<file path="src/hw/rtl/ccl_pkg.sv">
// ---------------------------------------------------------------------------
// ccl_pkg
// Shared types and constants of the command class list parser.
// ---------------------------------------------------------------------------
package ccl_pkg;

  // list capacity in entries, per list
  localparam logic [7:0] ListCapacity = 8'd128;

  // lowest first byte of a two-byte item, and the controlled mode marker
  localparam logic [7:0] ExtFirstMin  = 8'hF1;
  localparam logic [7:0] CtrlMarker   = 8'hEF;

  typedef enum logic [1:0] {
    MODE_INSECURE   = 2'd0,
    MODE_CONTROLLED = 2'd1,
    MODE_SECURE     = 2'd2
  } mode_e;

  typedef enum logic [1:0] {
    KIND_INSECURE = 2'd0,
    KIND_SECURE   = 2'd1,
    KIND_SUMMARY  = 2'd2
  } kind_e;

  typedef struct packed {
    kind_e      kind;
    logic [7:0] class_value;
    logic [7:0] insecure_total;
    logic [7:0] secure_total;
    logic       overflow;
    logic       run_end;
  } result_t;

endpackage

</file>
<file path="src/hw/rtl/command_class_list_parser.sv">
// ---------------------------------------------------------------------------
// command_class_list_parser
// Splits a node-info command class list into insecure and secure class items.
// ---------------------------------------------------------------------------
// Usage: bytes of the list enter on the input channel (in_valid_i/in_ready_o),
// final_byte_i marks the last byte of a list. Each input item causes zero to
// three result items on the output channel (out_valid_o/out_ready_i): class
// bytes routed to the insecure or secure list, and an end summary with both
// counts on the final byte. run_end_o flags the last result of an input item.
// Latency: results of an item appear in the cycle after it is accepted and
// leave one per cycle, while the receiver is ready, from a three-entry result buffer.
// Throughput: one item per cycle while items cause at most one result and the
// receiver is ready; an item with more results holds the buffer until they
// drain, so a new item is taken when the buffer is empty or its last entry is
// being taken. Items with no result go at one per cycle.
// Reset: mode returns to insecure, counts, held byte and overflow clear, the
// result buffer empties. The same state is restored after every final byte.
// A stalled receiver holds the current result, and the input side stalls
// until the buffer drains.
// ---------------------------------------------------------------------------
module command_class_list_parser (
  input  logic       clk_i,
  input  logic       rst_ni,
  input  logic       in_valid_i,
  output logic       in_ready_o,
  input  logic [7:0] list_byte_i,
  input  logic       final_byte_i,
  output logic       out_valid_o,
  input  logic       out_ready_i,
  output logic [1:0] kind_o,
  output logic [7:0] class_value_o,
  output logic [7:0] insecure_total_o,
  output logic [7:0] secure_total_o,
  output logic       overflow_o,
  output logic       run_end_o
);

  // parser state
  ccl_pkg::mode_e mode_q, mode_d;
  logic [7:0]     held_byte_q, held_byte_d;
  logic           held_valid_q, held_valid_d;
  logic [7:0]     ins_cnt_q, ins_cnt_d;
  logic [7:0]     sec_cnt_q, sec_cnt_d;
  logic           ovf_q, ovf_d;

  // result buffer, entry zero is presented
  ccl_pkg::result_t ent_q [3];
  ccl_pkg::result_t ent_d [3];
  logic [1:0]       cnt_q;
  logic [1:0]       n_res;

  logic in_fire, out_fire;

  // routing helpers
  logic             do_route;
  logic [1:0]       route_n;
  logic [7:0]       byte_a, byte_b;
  logic [7:0]       route_cnt;
  logic [8:0]       route_sum;
  ccl_pkg::kind_e   route_kind;
  logic             route_on;
  logic [7:0]       cnt_1, cnt_2;

  assign out_valid_o = (cnt_q != 2'd0);
  assign out_fire    = out_valid_o && out_ready_i;
  assign in_ready_o  = (cnt_q == 2'd0) || ((cnt_q == 2'd1) && out_ready_i);
  assign in_fire     = in_valid_i && in_ready_o;

  assign kind_o           = ent_q[0].kind;
  assign class_value_o    = ent_q[0].class_value;
  assign insecure_total_o = ent_q[0].insecure_total;
  assign secure_total_o   = ent_q[0].secure_total;
  assign overflow_o       = ent_q[0].overflow;
  assign run_end_o        = ent_q[0].run_end;

  // parse one byte and build its results
  always_comb begin
    mode_d       = mode_q;
    held_byte_d  = held_byte_q;
    held_valid_d = held_valid_q;
    ins_cnt_d    = ins_cnt_q;
    sec_cnt_d    = sec_cnt_q;
    ovf_d        = ovf_q;
    do_route     = 1'b0;
    route_n      = 2'd1;
    byte_a       = list_byte_i;
    byte_b       = list_byte_i;
    n_res        = 2'd0;
    for (int i = 0; i < 3; i++) begin
      ent_d[i] = '0;
    end

    // classify the byte
    if (held_valid_q) begin
      held_valid_d = 1'b0;
      held_byte_d  = '0;
      if (list_byte_i == 8'h00) begin
        mode_d = ccl_pkg::MODE_SECURE;
      end else begin
        do_route = 1'b1;
        route_n  = 2'd2;
        byte_a   = held_byte_q;
      end
    end else if (list_byte_i >= ccl_pkg::ExtFirstMin) begin
      if (!final_byte_i) begin
        held_byte_d  = list_byte_i;
        held_valid_d = 1'b1;
      end
    end else if (list_byte_i == ccl_pkg::CtrlMarker) begin
      mode_d = ccl_pkg::MODE_CONTROLLED;
    end else begin
      do_route = 1'b1;
    end

    // pick the target list
    case (mode_q)
      ccl_pkg::MODE_INSECURE: begin
        route_on   = 1'b1;
        route_cnt  = ins_cnt_q;
        route_kind = ccl_pkg::KIND_INSECURE;
      end
      ccl_pkg::MODE_SECURE: begin
        route_on   = 1'b1;
        route_cnt  = sec_cnt_q;
        route_kind = ccl_pkg::KIND_SECURE;
      end
      default: begin
        route_on   = 1'b0;
        route_cnt  = ins_cnt_q;
        route_kind = ccl_pkg::KIND_INSECURE;
      end
    endcase

    route_sum = {1'b0, route_cnt} + {7'd0, route_n};
    cnt_1     = route_cnt + 8'd1;
    cnt_2     = route_cnt + 8'd2;

    // emit class bytes, or drop at capacity
    if (do_route && route_on) begin
      if (route_sum > {1'b0, ccl_pkg::ListCapacity}) begin
        ovf_d = 1'b1;
      end else begin
        if (route_kind == ccl_pkg::KIND_INSECURE) begin
          ins_cnt_d = (route_n == 2'd2) ? cnt_2 : cnt_1;
        end else begin
          sec_cnt_d = (route_n == 2'd2) ? cnt_2 : cnt_1;
        end
        ent_d[0].kind           = route_kind;
        ent_d[0].class_value    = byte_a;
        ent_d[0].insecure_total = (route_kind == ccl_pkg::KIND_INSECURE) ? cnt_1 : ins_cnt_q;
        ent_d[0].secure_total   = (route_kind == ccl_pkg::KIND_SECURE) ? cnt_1 : sec_cnt_q;
        ent_d[0].overflow       = ovf_q;
        ent_d[1].kind           = route_kind;
        ent_d[1].class_value    = byte_b;
        ent_d[1].insecure_total = (route_kind == ccl_pkg::KIND_INSECURE) ? cnt_2 : ins_cnt_q;
        ent_d[1].secure_total   = (route_kind == ccl_pkg::KIND_SECURE) ? cnt_2 : sec_cnt_q;
        ent_d[1].overflow       = ovf_q;
        n_res                   = route_n;
      end
    end

    // end summary, then start over
    if (final_byte_i) begin
      ent_d[n_res].kind           = ccl_pkg::KIND_SUMMARY;
      ent_d[n_res].class_value    = '0;
      ent_d[n_res].insecure_total = ins_cnt_d;
      ent_d[n_res].secure_total   = sec_cnt_d;
      ent_d[n_res].overflow       = ovf_d;
      n_res                       = n_res + 2'd1;
      mode_d       = ccl_pkg::MODE_INSECURE;
      held_byte_d  = '0;
      held_valid_d = 1'b0;
      ins_cnt_d    = '0;
      sec_cnt_d    = '0;
      ovf_d        = 1'b0;
    end

    // flag the last result of this item
    if (n_res != 2'd0) begin
      ent_d[n_res - 2'd1].run_end = 1'b1;
    end
  end

  // parser state and buffer fill
  always_ff @(posedge clk_i or negedge rst_ni) begin
    if (!rst_ni) begin
      mode_q       <= ccl_pkg::MODE_INSECURE;
      held_byte_q  <= '0;
      held_valid_q <= 1'b0;
      ins_cnt_q    <= '0;
      sec_cnt_q    <= '0;
      ovf_q        <= 1'b0;
      cnt_q        <= '0;
    end else begin
      if (in_fire) begin
        mode_q       <= mode_d;
        held_byte_q  <= held_byte_d;
        held_valid_q <= held_valid_d;
        ins_cnt_q    <= ins_cnt_d;
        sec_cnt_q    <= sec_cnt_d;
        ovf_q        <= ovf_d;
        cnt_q        <= n_res;
      end else if (out_fire) begin
        cnt_q <= cnt_q - 2'd1;
      end
    end
  end

  // result buffer payload
  always_ff @(posedge clk_i) begin
    if (in_fire) begin
      ent_q <= ent_d;
    end else if (out_fire) begin
      ent_q[0] <= ent_q[1];
      ent_q[1] <= ent_q[2];
    end
  end

  // checks
  a_final_clears: assert property (@(posedge clk_i) disable iff (!rst_ni)
    (in_fire && final_byte_i) |=> (!held_valid_q && ins_cnt_q == 8'd0 &&
                                   sec_cnt_q == 8'd0 && !ovf_q))
    else $error("state not cleared after final item");

  a_cnt_cap: assert property (@(posedge clk_i) disable iff (!rst_ni)
    (ins_cnt_q <= ccl_pkg::ListCapacity) && (sec_cnt_q <= ccl_pkg::ListCapacity))
    else $error("list count above capacity");

  a_last_run_end: assert property (@(posedge clk_i) disable iff (!rst_ni)
    (cnt_q == 2'd1) |-> ent_q[0].run_end)
    else $error("last buffered result lacks run_end");

  a_no_run_end_early: assert property (@(posedge clk_i) disable iff (!rst_ni)
    (cnt_q > 2'd1) |-> !ent_q[0].run_end)
    else $error("run_end before last result of item");

  a_accept_empty: assert property (@(posedge clk_i) disable iff (!rst_ni)
    in_fire |-> (cnt_q == 2'd0 || (cnt_q == 2'd1 && out_fire)))
    else $error("item accepted over pending results");

endmodule
</file>
<file path="config.mk">
export PLATFORM = sky130hd
export DESIGN_NAME = command_class_list_parser
export DESIGN_NICKNAME = d
export VERILOG_FILES = /design/src/hw/rtl/ccl_pkg.sv /design/src/hw/rtl/command_class_list_parser.sv
export SDC_FILE = /design/constraint.sdc
export NUM_CORES = 1
export LEC_CHECK = 0
export BUFFER_PORTS_ARGS = -buffer_cell sky130_fd_sc_hd__clkbuf_2
export CORE_ASPECT_RATIO = 0.5
export CORE_MARGIN = 2
export CORE_UTILIZATION = 40
export DETAILED_ROUTE_END_ITERATION = 16
export PLACE_DENSITY = 0.68
export SYNTH_ARGS = -nofsm -noshare
export SYNTH_HDL_FRONTEND = slang
export SYNTH_SLANG_ARGS = --single-unit
</file>
<file path="constraint.sdc">
create_clock -name clk_i -period 8.05 [get_ports clk_i]
set_input_delay 0.4025 -clock clk_i [delete_from_list [all_inputs] [get_ports clk_i]]
set_output_delay 0.4025 -clock clk_i [all_outputs]
set_load 0.01 [all_outputs]
</file>
==> impl_metrics.env <==
export IMPL_synth_mux_area_frac=0.0442
export IMPL_detail_route_antenna_nets=0
export IMPL_antenna_found_initial=0
export IMPL_max_cap_viol_count=0
export IMPL_syn_area_per_cell_um2=10.7
export IMPL_wl_per_cell_um=19.3
export IMPL_hold_class="in -> async"
export IMPL_finalCriticalPeriod_ps=5580
export IMPL_dp_hpwl_um=9850
export IMPL_synth_nets=581
export IMPL_arrival_ps=5720
export IMPL_area_growth_pct=7.64
export IMPL_worst_slack_ps=2470
export IMPL_setup_tns_ps=0
export IMPL_power_density_nw_per_um2=292
export IMPL_routed_wirelength_um=14600
export IMPL_synth_top_family_by_area="compound AO/OA/AOI/OAI gates"
export IMPL_placed_area_um2=6100
export IMPL_synth_compound_area_frac=0.167
export IMPL_vias=4356
export IMPL_clk_latency_ps=340
export IMPL_grt_pass1_wl_um=23700
export IMPL_cp_slowest_cell="nand2b_1"
export IMPL_final_design_area_no_fill_um2=6400
export IMPL_critPathRequiredTime_ps=8190
export IMPL_final_max_slew_viol_count=0
export IMPL_start_util=0.410
export IMPL_synthAdderAreaFrac=0.0223
export IMPL_yosys_cell_types_count=59
export IMPL_die_area_um2=15900
export IMPL_nNetsFinal=580
export IMPL_root_buffer="clkbuf_16"
export IMPL_rows=31
export IMPL_yosysWarnings=0
export IMPL_grt_usage=0.192
export IMPL_portBuffers=42
export IMPL_yosysSeqAreaShare=0.505
export IMPL_ios=43
export IMPL_cts_hold_buf=0
export IMPL_rsz0062_at_grt="false"
export IMPL_gp_congestion=0.907
export IMPL_worstPathMaxFanout=25
export IMPL_async_flop_share=0.286
export IMPL_dp_slack_ps=2630
export IMPL_fillers=1375
export IMPL_drive_gt1_frac=0.144
export IMPL_reg2reg_from="mode_q[0]"
export IMPL_worst_setup_path_end_kind="flip-flop"
export IMPL_htree_levels=3
export IMPL_synth_edf_count=75
export IMPL_worst_path_buf_inv=2
export IMPL_route_top_layer_used="met4"
export IMPL_critPathMaxStageDelay_ps=840
export IMPL_first_pass_iters=6
export IMPL_die_x_um=176
export IMPL_ys_ff_latch=105
export IMPL_synth_top_cell_by_area="edfxtp_1"
export IMPL_die_height_um=90.2
export IMPL_grt_pass1_vias=4222
export IMPL_postSynthCellCount=558
export IMPL_worst_pin_slew_ps=1010
export IMPL_crit_family="simple AND/OR/NAND/NOR gates"
export IMPL_overflow=0
export IMPL_fin_skew_ps=7.86
export IMPL_status="completed"
export IMPL_path_class="reg -> reg"
export IMPL_hold_viol=0
export IMPL_p_leak_uw=0.00253
export IMPL_power_total_uw=1870
export IMPL_postCtsResizedCells=0
export IMPL_drt_iter0_drc=494
export IMPL_drc=0
export IMPL_start_kind="flip-flop"
export IMPL_period_share=0.693
export IMPL_yosys_top_cells_area="edfxtp_1 38%, dfrtp_1 13%, buf_4 3.8%, nand2_1 3.3%, mux2i_1 2.9%"
export IMPL_met1Wirelength_um=6950
export IMPL_crit_path_start="mode_q[0]"
export IMPL_cts_clk_slew_worst_paths_ps=70
export IMPL_yosys_area_share_simple=0.141
export IMPL_grt_max_degree=62
export IMPL_vias_per_cell=5.73
export IMPL_num_antenna_cells=0
export IMPL_cts_made_buffers=9
export IMPL_maxSlewHeadroom=0.324
export IMPL_routed_wl_met2_um=6400
export IMPL_syn_area_um2=5950
export IMPL_cts_setup_buffers=0
export IMPL_seq_area_um2=3000
export IMPL_multi_input_area_um2=2530
export IMPL_max_freq_ghz=0.179
export IMPL_path_cells="nand2b_1, mux2_2, ha_1, a21oi_1, inv_1, a211oi_1, o221ai_2, a21o_1, nor2_4, inv_1, ha_1, nand2_1, nand3_1, o221ai_1"
export IMPL_final_setup_viol_count=0
export IMPL_clock_sinks=105
export IMPL_core_um2=14500
export IMPL_yosysTopAreaCellShare=0.379
export IMPL_synthXorXnorAreaFrac=0.0501
export IMPL_synth_top_flop_cell="edfxtp_1"
export IMPL_ir_worst_vdd_mv=0.107
export IMPL_wl_met3_um=1110
export IMPL_cts_tree="yes"
export IMPL_cts_buffer_depth=2
area by class of cell:
cell class	instances	area share
multi-input combinational	376	0.395
clock inverter	4	0.00801
sequential	105	0.469
inverter	16	0.00938
clock buffer	12	0.0385
tap	198	0.0387
timing repair buffer	49	0.0410
worst reg2reg max path: stages, from the launching register on:
cell      delay (ps)
dfrtp_1          590
nand2b_1         840
mux2_2           500
ha_1             290
a21oi_1          330
inv_1             80
a211oi_1         280
o221ai_2         180
a21o_1           350
nor2_4           230
inv_1             90
ha_1             220
nand2_1          140
nand3_1          740
o221ai_1         500
layout by cell type (no fill, tap or decap), types with 3 or more instances in the layout:
master | Yosys | routed
a21o_1 | 8 | 8
a21oi_1 | 27 | 27
a221o_1 | 4 | 4
a22o_1 | 11 | 11
a22oi_1 | 16 | 16
a31oi_1 | 6 | 6
a32o_1 | 11 | 11
and2_1 | 13 | 13
buf_4 | 30 | 7
clkbuf_16 | 0 | 9
clkbuf_2 | 0 | 42
dfrtp_1 | 30 | 30
edfxtp_1 | 75 | 75
ha_1 | 9 | 9
inv_1 | 15 | 15
mux2_2 | 3 | 3
mux2_4 | 3 | 3
mux2i_1 | 17 | 17
nand2_1 | 52 | 51
nand2b_1 | 3 | 3
nand3_1 | 17 | 17
nor2_1 | 34 | 34
nor2b_1 | 13 | 12
nor3_1 | 8 | 8
nor4_1 | 5 | 5
o21ai_0 | 26 | 26
o21ai_1 | 10 | 10
o221ai_1 | 9 | 9
or3_1 | 5 | 5
xnor2_1 | 19 | 19
xor2_1 | 15 | 15
state kept, by name, summed over array words and instances, names as in the netlist:
signal / cells
kind_o: 2
run_end_o: 1
class_value_o: 8
overflow_o: 1
ins_cnt_q: 8
cnt_q: 2
secure_total_o: 8
sec_cnt_q: 8
ent_q: 47
insecure_total_o: 8
held_valid_q: 1
mode_q: 2
held_byte_q: 8
ovf_q: 1
per-layer routing:
metal,vias up,global-route usage
met5,-,0
met4,0,0.0503
met3,23,0.0457
met2,189,0.283
met1,2128,0.283
li1,2016,-
where the power goes:
part,internal [uW],switching [uW]
registers,761,60.7
clock network,251,193
logic,211,395
total,1220,649
worst paths after layout:
path                                       end  slack [ps]  depth (start not counted)
setup / recovery           insecure_total_o[1]        2470                         14
max in group asynchronous       held_byte_q[6]        7370                          1
min in group clk_i              held_byte_q[2]         390                          2
hold reg to reg                 held_byte_q[6]         490                          1
hold / removal                    ins_cnt_q[7]         150                          1
setup reg to reg           insecure_total_o[1]        2470                         14
synthesized netlist by cell type, drive strengths merged, types with 2 or more instances:
master and number:
a22oi 16, edfxtp 75, nor3 9, or3 5, a211oi 2, clkbuf 23, nand2b 3, nor2b 13
nor4 6, xor2 15, a31oi 6, nand3 17, o21ai 38, a32o 11, or2 3, a21oi 28
a21o 8, o21a 2, a22o 11, and3 2, nor2 36, mux2i 18, nor4b 2, buf 38
and4b 2, mux2 6, xnor2 19, inv 15, nand2 52, a2bb2oi 2, ha 9, o221ai 10
dfrtp 30, a221o 4, and2 13
cell families after synthesis:
logic type	count (synthesis)
AOI/OAI and AO/OA	143
xor gates and xnor gates	34
adders and majority gates	10
buffers and inverters	77
DFF	105
muxes	24
and+or+nand+nor	165
per-stage QoR:
step                      utilization  hold WS [ps]  std cells
after CTS                       0.441           169        760
after global routing            0.441           202        760
after global placement          0.421           465        744
after floorplan                     -           107        558
final                           0.441           147        760
after detailed placement        0.421           474        744
(Power assumes the default switching activity.)
